--- config.mk ---
export PLATFORM = sky130hd
export DESIGN_NAME = hws_queue
export DESIGN_NICKNAME = d
export VERILOG_FILES = /design/src/hws_pkg.sv /design/src/hws_queue.sv
export SDC_FILE = /design/constraint.sdc
export NUM_CORES = 1
export LEC_CHECK = 0
export ABC_AREA = 0
export BUFFER_PORTS_ARGS = -buffer_cell sky130_fd_sc_hd__buf_2
export CAP_MARGIN = 15
export CORE_UTILIZATION = 46
export CTS_CLUSTER_SIZE = 12
export DETAILED_ROUTE_END_ITERATION = 8
export GPL_TIMING_DRIVEN = 0
export PLACE_DENSITY = 0.77
export SLEW_MARGIN = 15
export SYNTH_ARGS = -nofsm -noshare
export SYNTH_HDL_FRONTEND = slang
export SYNTH_SLANG_ARGS = --single-unit
--- constraint.sdc ---
create_clock -name clk_i -period 1.6 [get_ports clk_i]
set_clock_uncertainty 0.1 [all_clocks]
set_input_delay 0 -clock clk_i [delete_from_list [all_inputs] [get_ports clk_i]]
set_output_delay 0 -clock clk_i [all_outputs]
set_load 0.02 [all_outputs]
--- src/hws_pkg.sv ---
// Shared constants, types and codes for the HRV window statistics block.
package hws_pkg;

  // Window depth in intervals; power of two so ring addresses wrap for free
  localparam int unsigned WinDepth = 64;
  localparam int unsigned AddrW    = $clog2(WinDepth);

  // Field and accumulator widths
  localparam int unsigned IbiW  = 18;
  localparam int unsigned CntW  = 7;
  localparam int unsigned SumW  = 24;
  localparam int unsigned SqW   = 42;
  localparam int unsigned SsdW  = 41;
  localparam int unsigned HrW   = 16;
  localparam int unsigned ProdW = 48;
  localparam int unsigned DivNW = 48;
  localparam int unsigned DivDW = 24;
  localparam int unsigned RootW = DivNW / 2;
  localparam int unsigned NnW   = 2 * CntW - 1;

  // Plausibility limit and heart-rate scaling
  localparam logic [IbiW-1:0] IbiMax     = IbiW'(160000);
  localparam logic [SumW-1:0] HrNumer    = SumW'(15360000);
  localparam logic [HrW-1:0]  HrSat      = '1;
  localparam logic [CntW-1:0] ThreshRst  = CntW'(2);

  // Decoupling queue between front and back
  localparam int unsigned QDepth = 2;
  localparam int unsigned QAw    = $clog2(QDepth);

  // One classified input transaction
  typedef struct packed {
    logic [IbiW-1:0] ibi;
    logic            ok;
  } hws_item_t;

  // Result word held in the output register
  typedef struct packed {
    logic            accepted;
    logic [CntW-1:0] count;
    logic            rdy;
    logic [IbiW-1:0] ibi_avg;
    logic [HrW-1:0]  mean_hr;
    logic [IbiW-1:0] sdnn;
    logic [IbiW-1:0] rmssd;
  } hws_res_t;

endpackage

--- src/hws_queue.sv ---
// Short queue of classified intervals between front and back.
module hws_queue (
  input  logic               clk_i,
  input  logic               rst_ni,
  input  logic               push_i,
  input  hws_pkg::hws_item_t item_i,
  output logic               full_o,
  input  logic               pop_i,
  output logic               empty_o,
  output hws_pkg::hws_item_t item_o
);
  import hws_pkg::*;

  hws_item_t        slot_q [QDepth];
  logic [QAw-1:0]   wptr_q, wptr_d, rptr_q, rptr_d;
  logic [QAw:0]     cnt_q, cnt_d;

  assign full_o  = (cnt_q == (QAw+1)'(QDepth));
  assign empty_o = (cnt_q == '0);
  assign item_o  = slot_q[rptr_q];

  // Pointer and fill update
  always_comb begin
    wptr_d = wptr_q;
    rptr_d = rptr_q;
    cnt_d  = cnt_q;
    if (push_i) begin
      wptr_d = wptr_q + 1'b1;
    end
    if (pop_i) begin
      rptr_d = rptr_q + 1'b1;
    end
    if (push_i && !pop_i) begin
      cnt_d = cnt_q + 1'b1;
    end else if (pop_i && !push_i) begin
      cnt_d = cnt_q - 1'b1;
    end
  end

  always_ff @(posedge clk_i or negedge rst_ni) begin
    if (!rst_ni) begin
      wptr_q <= '0;
      rptr_q <= '0;
      cnt_q  <= '0;
    end else begin
      wptr_q <= wptr_d;
      rptr_q <= rptr_d;
      cnt_q  <= cnt_d;
    end
  end

  // Payload slots
  always_ff @(posedge clk_i) begin
    if (push_i) begin
      slot_q[wptr_q] <= item_i;
    end
  end

endmodule

Word-level counts from Yosys, hierarchy flattened:

Memory sizes are Yosys's and may differ from the RTL's.
Index checks and enable logic that the tools add are counted.

* word-level logic and storage cells: 19
* bits in writable memories: 38
* output and inout bits: 21
* bits in registers: 4
* memories: 1

Memories
* slot_q: words 2, width 19, rd ports 1, clocked after memory_dff 0, write ports 1, line hws_queue.sv:14 `hws_item_t slot_q [QDepth];`

* reductions and logical operators: 6
* multiplexer cells: 4
* $add $sub $neg: 4
* eq/ne operators: 1

Operator list (number)
* $mux W2: 2
* $add A1 B1 Y1 const B: 2
* $add A2 B1 Y2 const B: 1
* $eq A2 B2 Y1 const B: 1
* $logic_and A1 B1 Y1: 2
* $logic_not A1 Y1: 2
* $logic_not A2 Y1: 1
* $mux W1: 2
* $reduce_bool A2 Y1: 1
* $sub A2 B1 Y2 const B: 1

Depth between registers and ports, before layout:

* depth in word-level cells: 4
* gate-level depth with buffers: 5

Worst setup path before layout:

Ideal clock, no wire load.

* path kind: register to register
* from: register wptr_q
* to: memory slot_q[0][0] (netlist name) (enable)
* path slack: -168 ps
* cell stages (with the launch flop): 2
* data arrival time: 1271 ps
* clock period less this slack: 1768 ps
* path through: dfrtp_1 > nor2b_1

RTL lines
* start, declared: line hws_queue.sv:15 `logic [QAw-1:0] wptr_q, wptr_d, rptr_q, rptr_d;`
* start signal, assigned: line hws_queue.sv:46 `wptr_q <= wptr_d;`
* end, declared: line hws_queue.sv:14

Straight into the memory's write port.

==> run_results.csv <==
group,metric,value,unit
run_status,status,"complete, no violations",
routing,dr.pass1.iters,4,
timing,fin_crit_sh,94.7,%
timing,period_needed,1520,ps
pwr,power,3.74,mW
clock_network,clock_sinks,42,
timing,final.setup.tns,0,ps
routing,vias,880,
timing,final-hold-violation-count,0,
grt,grt_pass1_wl,3620,µm
clock_network,clk_pin_slew,120,ps
clock_network,cts_root_buffer,"clkbuf_4",
timing,tightest_slew,559,ps
layout,final_nets,172,
min_path,whs_path_depth,2,
synth,synth_area_per_cell,21.8,µm²
layout,seqCellArea,1240,µm²
grt,grt_remaining_overflow,0,
timing,rsz0062_at_grt,"no",
clock_network,postCtsSetupBuffers,0,
die,io-pin-count,44,
pwr,combinationalPowerShare,36.5,%
pwr,switchingPower,1.14,mW
layout,n_fill_cell,258,
die,die_h,61.7,µm
synth,synth_nets,99,
routing,ant_nets,0,
critical_path,r2r_cells,1,
synth,syn_inst,75,
min_path,hold_end,"slot_q[1][13]$_DFFE_PP_",
layout,diodes,0,
clock_network,clock_path_buffers,2,
critical_path,required,1500,ps
layout,final_util,66.9,%
grt,grt_antenna_before_repair,0,
critical_path,crit_path_start_kind,"register",
timing,max_freq,660,MHz
timing,slew_violations,0,
die,start_util,48.7,%
min_path,hold_class,"primary input to register",
synth,synth.distinct_cells,12,
clock_network,cts_tree,"built",
routing,wl_per_cell,13.2,µm
place,post-dp-hpwl,1590,µm
critical_path,reg2reg_slack,180,ps
synth,ys.warnings.count,0,
place,globalplace.congestion,0.593,
grt,grt_pass1_vias,812,
die,core,3360,µm²
routing,drt-total-wl,2580,µm
critical_path,r2r-start,"wptr_q$_DFFE_PN0P_",
synth,yosysSeqAreaShare,75.8,%
layout,area_growth,37.4,%
critical_path,cp-end-kind,"output port",
flow_run,max-cap-violations,0,
die,rows,21,
pwr,p_int,2.61,mW
synth,netlist_top_cells_area,"edfxtp_1 70%, mux2_4 17%, dfrtp_1 6.1%",
critical_path,arrival,1420,ps
critical_path,r2r-end,"slot_q[0][1]$_DFFE_PP_",
layout,final_cell_area,2250,µm²
synth,yosys.area.top_type,"edfxtp_1",
die,die_area,3800,µm²
die,die_w,61.7,µm
pwr,switching_share,30.4,%
pwr,p_leak,0.944,nW
clock_network,cts_buffers,5,
clock_network,clk_latency,350,ps
timing,relSlewSlack,62.6,%
clock_network,cts.htree.levels,2,
routing,drt_iter0_drc,16,
pwr,p_clk_share,21.5,%
place,io_buffers,43,
place,dpl_cell_area,1910,µm²
layout,multi_input_area,379,µm²
pwr,cellPowerDensity,1660,nW/µm²
synth,yosysTopAreaCellShare,69.7,%
synth,syn_area,1640,µm²
min_path,hold_start,"item_i[13]",
critical_path,path_class,"register to output port",
timing,setup_viol,0,
synth,synth_seq_cells,42,
routing,drcViolationCount,0,
critical_path,critPathMaxFanout,10,
layout,drive_gt1_share,49.7,%
grt,grt_start_max_net_pins,20,
pwr,ir_drop,1320,µV
pwr,pwr-share-seq,42.0,%
routing,vias_per_cell,4.51,
grt,track_usage,14.8,%
[worst max-delay path by stage]
stage,depth (start not counted),start,to,slack [ps]
final,3,rptr_q$_DFFE_PN0P_,item_o[14],80
after global routing,3,rptr_q$_DFFE_PN0P_,item_o[11],20
after CTS,3,rptr_q$_DFFE_PN0P_,item_o[14],60
after detailed placement,1,wptr_q$_DFFE_PN0P_,slot_q[0][1]$_DFFE_PP_,-80
after global placement,1,wptr_q$_DFFE_PN0P_,slot_q[0][1]$_DFFE_PP_,-70
after floorplan,1,wptr_q$_DFFE_PN0P_,slot_q[0][0]$_DFFE_PP_,180
[synthesized netlist by cell type]
cell	instances
mux2_4	19
nor2_1	2
xor2_1	4
edfxtp_1	38
ha_1	1
xnor2_1	1
and2b_2	1
inv_1	1
nor2b_1	1
dfrtp_1	4
and2_1	1
buf_6	2
[timing repair]
item	in CTS	in global routing
hold endpoints to repair	45	0
setup endpoints to repair	38	0
gates resized for setup	2	0
hold buffers	23	0
[layout by cell type (no fill, tap or decap)]
| master | n |
|---|---|
| and2_2 | 1 |
| and2b_2 | 1 |
| buf_2 | 43 |
| buf_6 | 2 |
| bufinv_16 | 2 |
| clkbuf_4 | 5 |
| clkinv_1 | 1 |
| dfrtp_1 | 4 |
| dlygate4sd3_1 | 23 |
| edfxtp_1 | 38 |
| ha_1 | 1 |
| inv_1 | 1 |
| mux2_4 | 19 |
| nor2_1 | 2 |
| nor2b_4 | 1 |
| xnor2_1 | 1 |
| xor2_1 | 4 |
[power by group through the flow]
stage / Clock (mW) / Combinational, mW / Sequential (mW)
3_3_place_gp: 0 / 1.32 / 1.58
6_report: 0.806 / 1.36 / 1.57
3_5_place_dp: 0 / 1.33 / 1.60
4_1_cts: 0.823 / 1.38 / 1.57
5_1_grt: 0.868 / 1.48 / 1.60
2_1_floorplan: 0 / 1.01 / 1.57
[critical path, cell delays in order (launching register included)]
cell and delay [ps]:
dfrtp_1 400, buf_6 190, mux2_4 320, buf_2 160
[area by class of cell]
cell class / instances / share of cell area (%)
buffer: 2 / 1.00
clock buffer: 5 / 1.67
clock inverter: 3 / 2.83
inverter: 1 / 0.167
multi-input combinational: 30 / 16.8
sequential: 42 / 55.1
tap: 46 / 2.56
timing repair buffer: 66 / 19.8
[state kept, by name (all words and copies together) (netlist names)]
| name | flops |
|---|---|
| cnt_q | 2 |
| slot_q | 38 |
| wptr_q | 1 |
| rptr_q | 1 |
[stage by stage]
stage	setup slack (ps)	hold WS, ps	cells
after global routing	15.1	245	195
after detailed placement	-81.1	-285	164
after floorplan	178	-396	75
after CTS	63.9	240	195
final	84.9	269	195
after global placement	-69.7	-292	164
[logic make-up (layout without fill, tap and decap cells)]
group	count (synthesis)	after routing	share of synthesized area, %
AND/OR/NAND/NOR	5	5	1.76
flip-flops	42	42	75.8
adder cells (fa/ha/maj)	1	1	0.764
multiplexers	19	19	17.4
XOR/XNOR	5	5	2.67
buffers and inverters	3	77	1.60
[metal layers]
layer | wire length, µm | GRT usage [%] | share of wire (%) | vias up
met5 | 0 | 0 | 0 | -
met1 | 980 | 14.2 | 38 | 408
met4 | 29 | 7.62 | 1.1 | 0
li1 | - | - | - | 430
met2 | 1390 | 26.1 | 54 | 37
met3 | 177 | 7.14 | 6.9 | 5
(Power assumes the default switching activity.)
