<file path="src/hws_pkg.sv">
// Shared constants, types and codes for the HRV window statistics block.
package hws_pkg;

  // Window depth in intervals; power of two so ring addresses wrap for free
  localparam int unsigned WinDepth = 64;
  localparam int unsigned AddrW    = $clog2(WinDepth);

  // Field and accumulator widths
  localparam int unsigned IbiW  = 18;
  localparam int unsigned CntW  = 7;
  localparam int unsigned SumW  = 24;
  localparam int unsigned SqW   = 42;
  localparam int unsigned SsdW  = 41;
  localparam int unsigned HrW   = 16;
  localparam int unsigned ProdW = 48;
  localparam int unsigned DivNW = 48;
  localparam int unsigned DivDW = 24;
  localparam int unsigned RootW = DivNW / 2;
  localparam int unsigned NnW   = 2 * CntW - 1;

  // Plausibility limit and heart-rate scaling
  localparam logic [IbiW-1:0] IbiMax     = IbiW'(160000);
  localparam logic [SumW-1:0] HrNumer    = SumW'(15360000);
  localparam logic [HrW-1:0]  HrSat      = '1;
  localparam logic [CntW-1:0] ThreshRst  = CntW'(2);

  // Decoupling queue between front and back
  localparam int unsigned QDepth = 2;
  localparam int unsigned QAw    = $clog2(QDepth);

  // One classified input transaction
  typedef struct packed {
    logic [IbiW-1:0] ibi;
    logic            ok;
  } hws_item_t;

  // Result word held in the output register
  typedef struct packed {
    logic            accepted;
    logic [CntW-1:0] count;
    logic            rdy;
    logic [IbiW-1:0] ibi_avg;
    logic [HrW-1:0]  mean_hr;
    logic [IbiW-1:0] sdnn;
    logic [IbiW-1:0] rmssd;
  } hws_res_t;

endpackage

</file>
<file path="src/hws_front.sv">
// Front end: takes input transactions and classifies each interval.
module hws_front (
  input  logic                      in_valid_i,
  output logic                      in_ready_o,
  input  logic [hws_pkg::IbiW-1:0]  ibi_q4_i,
  input  logic                      q_full_i,
  output logic                      q_push_o,
  output hws_pkg::hws_item_t        q_item_o
);
  import hws_pkg::*;

  // Accept whenever the queue has room
  assign in_ready_o = !q_full_i;
  assign q_push_o   = in_valid_i && !q_full_i;

  // Plausible range is 1/16 .. 10000 ms
  always_comb begin
    q_item_o.ibi = ibi_q4_i;
    q_item_o.ok  = (ibi_q4_i != '0) && (ibi_q4_i <= IbiMax);
  end

endmodule

</file>
<file path="config.mk">
export PLATFORM = sky130hd
export DESIGN_NAME = hws_front
export DESIGN_NICKNAME = d
export VERILOG_FILES = /design/src/hws_pkg.sv /design/src/hws_front.sv
export SDC_FILE = /design/constraint.sdc
export NUM_CORES = 1
export LEC_CHECK = 0
export BUFFER_PORTS_ARGS = -buffer_cell sky130_fd_sc_hd__buf_2
export CAP_MARGIN = 15
export CORE_AREA = 2 2 39 41
export DETAILED_ROUTE_END_ITERATION = 8
export DIE_AREA = 0 0 41 43
export MAX_ROUTING_LAYER = met4
export PLACE_DENSITY = 0.56
export SYNTH_ARGS = -nofsm -noshare
export SYNTH_HDL_FRONTEND = slang
export SYNTH_SLANG_ARGS = --single-unit
</file>
<file path="constraint.sdc">
create_clock -name vclk -period 1.6
set_input_delay 0.08 -clock vclk [all_inputs]
set_output_delay 0.08 -clock vclk [all_outputs]
set_load 0.03 [all_outputs]
</file>
---- Yosys cells after proc, flatten, opt, wreduce, memory -nomap -nowiden ----
Cells that the tools add are included.
word-level totals
  memories ................................ 0
  latch bits .............................. 0
  word-level logic and storage cells ...... 5
  memory bits (read-only) ................. 0
  flip-flop bits (word level) ............. 0
  memory bits (writable) .................. 0
operators by class
  mux-type cells .......................... 0
  $add $sub $neg .......................... 0
  magnitude comparators ................... 1
  $mul .................................... 0
  reduce and logical (&&, ||, !) cells .... 4
  shift-type cells ........................ 0
  bitwise logic cells ..................... 0
  eq/ne operators ......................... 0
  divide/modulo/power cells ............... 0
operators by type and width
  operator                                                count
  less-or-equal comparator 18 bit, second input constant  1
  nonzero test 18 bit                                     1
  logical AND 1 bit                                       2
  logical NOT 1 bit                                       1

---- Depth between registers and ports, before layout ----
Gate-level depths: netlist of run 1.
  depth after elaboration ................. 2
  gate-level depth with buffers ........... 4
  gate-level depth less buffers ........... 4

---- Least setup slack after synthesis of run 1 ----
Ideal clock, no wire load.
  kind .................................... input to output
  start ................................... input ibi_q4_i[8] (netlist bit)
  end ..................................... output q_item_o[0] (netlist bit)
  stages on the path ...................... 3
  arrival time ............................ 1082 ps
  path slack .............................. 438 ps
  path buffers ............................ 0
  path through ............................ o21ai_0 a21oi_1 o31ai_1
RTL lines
  element      line            source
  from (decl)  hws_front.sv:5  input logic [hws_pkg::IbiW-1:0] ibi_q4_i,
  to (decl)    hws_front.sv:8  output hws_pkg::hws_item_t q_item_o

==> flow_summary_export.csv, run 1 <==
group,metric,value,unit
synth,yosys.area.top_type_share,0.574,
route,drtPass1Iterations,1,
route,routedWlPerCell,8.15,µm
placement,dpl_cell_area,325,µm²
worst_setup_path,crit_family,"simple AND/OR/NAND/NOR gates",
placement,pre_cts_ws,0.221,ns
worst_setup_path,cp-start-kind,"input port",
worst_setup_path,crit_path_cell_trace,"buf_2 -> nor4_2 -> nand4_1 -> or3_1 -> o31ai_1 -> buf_2",
synth,synth_area,235,µm²
global_routing,grt_usage,0.0696,
finish,seq_cell_count,0,
route,drt_iter0_markers,0,
worst_setup_path,cp-end-kind,"output port",
power,leakage,0.190,nW
finish,fin_nets,80,
power,powerDensity,391,nW/µm²
sta,setup_ws,0.259,ns
global_routing,grt_max_degree,5,
worst_setup_path,cp_data_required_time,1.52,ns
power,pwr-share-clk,0,
global_routing,antenna_found_initial,0,
synth,syn_avg_cell_area,6.72,µm²
sta,hold_viol,0,
power,p_sw,0.0000857,W
power,power.total,0.000127,W
clock_tree,cts_hold_buffers,0,
synth,mappedNetlistNets,55,
finish,nClkBuffers,0,
finish,n_antenna_cell,0,
worst_setup_path,cpPeakStageDelay,0.36,ns
clock_tree,cts_resized,0,
finish,fillCellCount,154,
global_routing,grt_pass1_vias,227,
worst_setup_path,crit_type,"in -> out",
floorplanning,dieArea,1760,µm²
worst_setup_path,cp_max_fo,2,
power,sequentialPowerShare,0,
finish,final_util,0.235,
finish,regArea,0,µm²
synth,synth_top_area_cell,"buf_4",
sta,finalMaxSlewViolations,0,
floorplanning,coreArea,1380,µm²
hold_path,hp-class,"in -> out",
sta,grt_setup_unrepaired,"false",
sta,tns,0,ns
global_routing,grt_pass1_wl,903,µm
synth,ys_seq_area_frac,0,
finish,fin_area,325,µm²
synth,synth.distinct_cells,13,
route,wl,603,µm
synth,yosysMostFrequentCell,"buf_4",
route,vias,293,
power,cellInternalPower,0.0000415,W
route,viasPerCell,3.96,
sta,period_needed,1.34,ns
worst_setup_path,critPathBufInv,2,
finish,drive_gt1_frac,0.724,
floorplanning,start_util,0.170,
placement,gp_congestion,0.552,
worst_setup_path,slowest_stage,"or3_1",
sta,setup_viol,0,
sta,maxSlewHeadroom,0.848,
worst_setup_path,crit_top_cell,"buf_2",
sta,worstMarginPinSlew,0.226,ns
floorplanning,std_cell_rows,14,
placement,hpwlAfterDp,589,µm
clock_tree,postCtsSetupBuffers,0,
route,drtAntennaViolNets,0,
floorplanning,io_pins,41,
finish,syn_to_final_growth,38.3,%
synth,synth_cells,35,
synth,synthTopCellsByArea,"buf_4 57%, nand4_1 5.3%, nor2b_1 5.3%, nor4_2 5.3%, nor3_1 4.3%",
sta,clock.fmax,0.746,GHz
global_routing,grt_overflow,0,
floorplanning,die_h,43,µm
route,drc,0,
sta,period_share,0.838,
job,maxCapViolCount,0,
synth,ys_warn_count,0,
power,comb_power_share,1.000,
outcome,status,"finished, final reports clean",
power,ir_drop,0.0785,mV
floorplanning,die_x,41,µm
power,swShare,0.674,
worst_setup_path,arrival,1.26,ns
placement,port-buffer-count,41,
[metal layers]
layer	vias to the layer above	GRT usage	share of wire
li1	150	-	-
met1	126	0.0823	0.34
met2	17	0.131	0.55
met3	0	0	0.10
met4	0	0	0
met5	-	-	0
[power groups by stage]
| stage | clock network (W) | logic [W] | registers, W |
|---|---|---|---|
| floorplan | 0 | 0.000103 | 0 |
| global placement | 0 | 0.000128 | 0 |
| detailed placement | 0 | 0.000129 | 0 |
| CTS | 0 | 0.000129 | 0 |
| global route | 0 | 0.000137 | 0 |
| finish | 0 | 0.000127 | 0 |
[kinds of logic after synthesis]
| kind of cell | after synthesis | synth area share |
|---|---|---|
| simple gates | 12 | 0.319 |
| compound gates | 3 | 0.0744 |
| buf+inv | 20 | 0.606 |
[cell type report]
cell class                 count  area, µm²  area share
timing repair buffer          41        205       0.631
inverter                       2       7.51      0.0231
multi-input combinational     15       92.6       0.285
tap                           16       20.0      0.0615
[layout by cell type (no fill, tap or decap), types with 2 or more instances in the layout]
cell type / n
buf_2: 41
nor2b_1: 2
nor3_1: 2
nand4_1: 2
inv_1: 2
nor2_1: 2
[per-stage QoR]
step / hold WS (ns) / cells
final: 0.427 / 74
after global routing: 0.440 / 74
after CTS: 0.429 / 74
after detailed placement: 0.428 / 74
after global placement: 0.426 / 74
after floorplan: 0.270 / 35
[path summary, 6_finish.rpt]
check	start	endpoint	slack, ns	cells after the start
worst max-delay path	ibi_q4_i[4]	q_item_o[0]	0.26	6
worst min-delay path	ibi_q4_i[5]	q_item_o[6]	0.43	2
(Power assumes the default switching activity.)
==> run 2: changes to the inputs <==
PLACE_DENSITY = 0.58   (was 0.56)
clock period = 1.2 ns   (was 1.6 ns; I/O delays follow)
==> flow_summary_export.csv, run 2 (same netlist as run 1, synthesis figures left out) <==
group,metric,value,unit
floorplanning,die_h,43,µm
floorplanning,die_x,41,µm
finish,fin_area,403,µm²
power,leakage,0.216,nW
sta,maxSlewHeadroom,0.868,
finish,regArea,0,µm²
hold_path,hp-class,"in -> out",
power,power.total,0.000194,W
route,drt_iter0_markers,1,
finish,n_antenna_cell,0,
worst_setup_path,cp_data_required_time,1.14,ns
route,drtPass1Iterations,3,
worst_setup_path,crit_family,"simple AND/OR/NAND/NOR gates",
sta,setup_viol,1,
sta,grt_setup_unrepaired,"true",
job,maxCapViolCount,0,
global_routing,grt_pass1_vias,260,
worst_setup_path,arrival,1.18,ns
route,drtAntennaViolNets,0,
worst_setup_path,crit_path_cell_trace,"buf_6 -> nor4_4 -> nand4_1 -> or3_1 -> o31ai_1 -> buf_4",
floorplanning,std_cell_rows,14,
outcome,status,"complete, but fails checks",
global_routing,grt_usage,0.0798,
global_routing,grt_overflow,0,
global_routing,grt_pass1_wl,1010,µm
global_routing,antenna_found_initial,0,
power,ir_drop,0.105,mV
floorplanning,start_util,0.170,
outcome,violations,"setup timing",
placement,dpl_cell_area,348,µm²
clock_tree,postCtsSetupBuffers,0,
worst_setup_path,critPathBufInv,2,
finish,final_common_cell,"buf_2",
route,routedWlPerCell,9.44,µm
worst_setup_path,slowest_stage,"or3_1",
finish,nClkBuffers,0,
worst_setup_path,cp-start-kind,"input port",
sta,worstMarginPinSlew,0.197,ns
route,vias,309,
finish,syn_to_final_growth,71.3,%
floorplanning,dieArea,1760,µm²
clock_tree,cts_hold_buffers,0,
sta,hold_viol,0,
sta,holdWs,0.385,ns
finish,layout_common_cells,"37 x buf_2, 4 x buf_4, 3 x buf_6",
finish,seq_cell_count,0,
sta,period_needed,1.24,ns
route,viasPerCell,4.01,
worst_setup_path,crit_type,"in -> out",
sta,clock.fmax,0.806,GHz
floorplanning,io_pins,41,
sta,finalMaxSlewViolations,0,
worst_setup_path,cp-end-kind,"output port",
sta,period_share,1.03,
route,drc,0,
placement,pre_cts_ws,-0.141,ns
finish,drive_gt1_frac,0.787,
placement,hpwlAfterDp,630,µm
placement,port-buffer-count,41,
global_routing,grt_max_degree,5,
floorplanning,coreArea,1380,µm²
placement,gp_congestion,0.650,
sta,setup_ws,-0.0414,ns
route,wl,727,µm
power,powerDensity,481,nW/µm²
finish,fin_nets,83,
worst_setup_path,cp_max_fo,2,
worst_setup_path,cpPeakStageDelay,0.36,ns
## run 2: area by class of cell
type,instances,area [µm²]
tap,16,20.0
multi-input combinational,15,126
inverter,2,7.51
fill,168,981
timing repair buffer,44,249
## run 2: final timing paths
| check | startpoint | to | slack [ns] | cells after the start |
|---|---|---|---|---|
| max | ibi_q4_i[9] | q_item_o[0] | -0.04 | 6 |
| min | ibi_q4_i[7] | q_item_o[8] | 0.38 | 2 |
## run 2: repair_timing
| item | CTS | global route |
|---|---|---|
| gates resized for setup | 6 | 3 |
| setup endpoints to repair | 1 | 1 |
| pin swaps | 4 | 2 |
## run 2: routing by layer
layer | vias to the layer above | track usage | share of wire
met2 | 18 | 0.159 | 0.57
li1 | 156 | - | -
met3 | 0 | 0 | 0.081
met4 | 0 | 0 | 0
met5 | - | - | 0
met1 | 135 | 0.0854 | 0.34
## run 2: per-stage QoR
stage | setup TNS (ns) | std cells | util
6_report | -0.0414 | 77 | 0.291
5_1_grt | -0.0888 | 77 | 0.291
4_1_cts | -0.0946 | 77 | 0.278
3_5_place_dp | -0.141 | 77 | 0.251
3_3_place_gp | -0.138 | 77 | 0.251
2_1_floorplan | 0 | 35 | -
## run 2: where the power goes
| group | total [W] | internal, W | leakage (nW) | switching (W) |
|---|---|---|---|---|
| Clock | 0 | 0 | 0 | 0 |
| Combinational | 0.000194 | 0.0000695 | 0.216 | 0.000124 |
| Sequential | 0 | 0 | 0 | 0 |
| Total | 0.000194 | 0.0000695 | 0.216 | 0.000124 |
==> run 3: changes to the inputs <==
REMOVE_ABC_BUFFERS = 1   (was not set)
==> flow_summary_export.csv, run 3 (same netlist as run 1, synthesis figures left out) <==
group,metric,value,unit
outcome,status,"complete, but fails checks",
outcome,violations,"setup timing",
power,pwr-share-clk,0,
power,ir_drop,0.140,mV
floorplanning,start_util,0.170,
route,drc,0,
floorplanning,std_cell_rows,14,
finish,final_util,0.295,
power,p_sw,0.000122,W
floorplanning,io_pins,41,
finish,n_antenna_cell,0,
route,drtPass1Iterations,2,
global_routing,grt_usage,0.0635,
worst_setup_path,cp_max_fo,2,
sta,setup_ws,-0.0595,ns
placement,dpl.cell_count,79,
power,comb_power_share,1.000,
sta,period_needed,1.26,ns
global_routing,globalRouteMet3Util,0,
power,swShare,0.622,
finish,drive_gt1_frac,0.778,
power,sequentialPowerShare,0,
power,cellInternalPower,0.0000742,W
sta,hold_viol,0,
sta,worstMarginPinSlew,0.213,ns
placement,port-buffer-count,41,
hold_path,hold_depth,2,
placement,hpwlAfterDp,604,µm
worst_setup_path,cp-start-kind,"input port",
sta,clock.fmax,0.794,GHz
finish,final_common_cell,"buf_2",
global_routing,grt_overflow,0,
worst_setup_path,cp_data_required_time,1.14,ns
global_routing,grt_pass1_vias,237,
finish,layout.cells.non_filler,79,
worst_setup_path,cpPeakStageDelay,0.38,ns
placement,gp_congestion,0.633,
global_routing,antenna_found_initial,0,
finish,regArea,0,µm²
global_routing,grt_util_met1,0.0696,
global_routing,top_usage_layer,"met2",
power,leakage,0.227,nW
sta,grt_setup_unrepaired,"true",
hold_path,hp-class,"in -> out",
worst_setup_path,arrival,1.20,ns
finish,layout_common_cells,"37 x buf_2, 6 x buf_4",
floorplanning,die_x,41,µm
finish,syn_to_final_growth,73.4,%
job,maxCapViolCount,0,
finish,seq_cell_count,0,
worst_setup_path,cp-end-kind,"output port",
power,powerDensity,481,nW/µm²
global_routing,grt_max_degree,5,
sta,tns,-0.0595,ns
global_routing,met2_usage,0.125,
floorplanning,coreArea,1380,µm²
floorplanning,dieArea,1760,µm²
clock_tree,postCtsSetupBuffers,0,
finish,fin_nets,85,
global_routing,grt_pass1_wl,800,µm
sta,period_share,1.05,
finish,nClkBuffers,0,
route,drt_iter0_markers,1,
route,vias,333,
placement,dpl_cell_area,363,µm²
sta,finalMaxSlewViolations,0,
sta,setup_viol,1,
route,wl,680,µm
worst_setup_path,crit_type,"in -> out",
route,viasPerCell,4.22,
finish,fin_area,408,µm²
worst_setup_path,slowest_stage,"or3_1",
route,drtAntennaViolNets,0,
floorplanning,die_h,43,µm
clock_tree,cts_hold_buffers,0,
route,routedWlPerCell,8.61,µm
sta,maxSlewHeadroom,0.857,
worst_setup_path,crit_path_cell_trace,"buf_8 -> nor4_4 -> nand4_1 -> or3_1 -> o31ai_2 -> buf_4",
## run 3: worst max-delay path: cells and delay by family
family / cells / cell delay (ns)
AO/OA/AOI/OAI: 1 / 0.07
buffers and inverters: 2 / 0.30
AND/OR/NAND/NOR: 3 / 0.78
## run 3: per-stage QoR
step / power (W) / setup WS (ns) / hold WS (ns)
after floorplan: 0.0000250 / 0.0778 / 0.120
after global placement: 0.000181 / -0.160 / 0.388
after detailed placement: 0.000181 / -0.149 / 0.386
after CTS: 0.000194 / -0.0973 / 0.381
after global routing: 0.000212 / -0.153 / 0.392
final: 0.000196 / -0.0595 / 0.377
## run 3: power by group through the flow
stage | combinational, W | clock, W | sequential (W)
after floorplan | 0.0000250 | 0 | 0
after global placement | 0.000181 | 0 | 0
after detailed placement | 0.000181 | 0 | 0
after CTS | 0.000194 | 0 | 0
after global routing | 0.000212 | 0 | 0
final | 0.000196 | 0 | 0
## run 3: worst paths after layout
| path | to | slack, ns | from |
|---|---|---|---|
| worst max-delay path | q_item_o[0] | -0.06 | ibi_q4_i[0] |
| worst min-delay path | q_item_o[1] | 0.38 | ibi_q4_i[0] |
## run 3: what timing repair did
action / 4_1_cts / 5_1_grt
pin swaps: 3 / 4
gates resized for setup: 6 / 2
endpoints found under the setup margin: 1 / 1
## run 3: area by class of cell
class	instances	area, µm²
fill	148	976
timing repair buffer	46	268
inverter	2	7.51
multi-input combinational	15	113
tap	16	20.0
## run 3: per-layer routing
metal,up-vias,share of wire
met2,39,0.38
met4,0,0
met3,0,0.24
li1,161,-
met5,-,0
met1,133,0.38
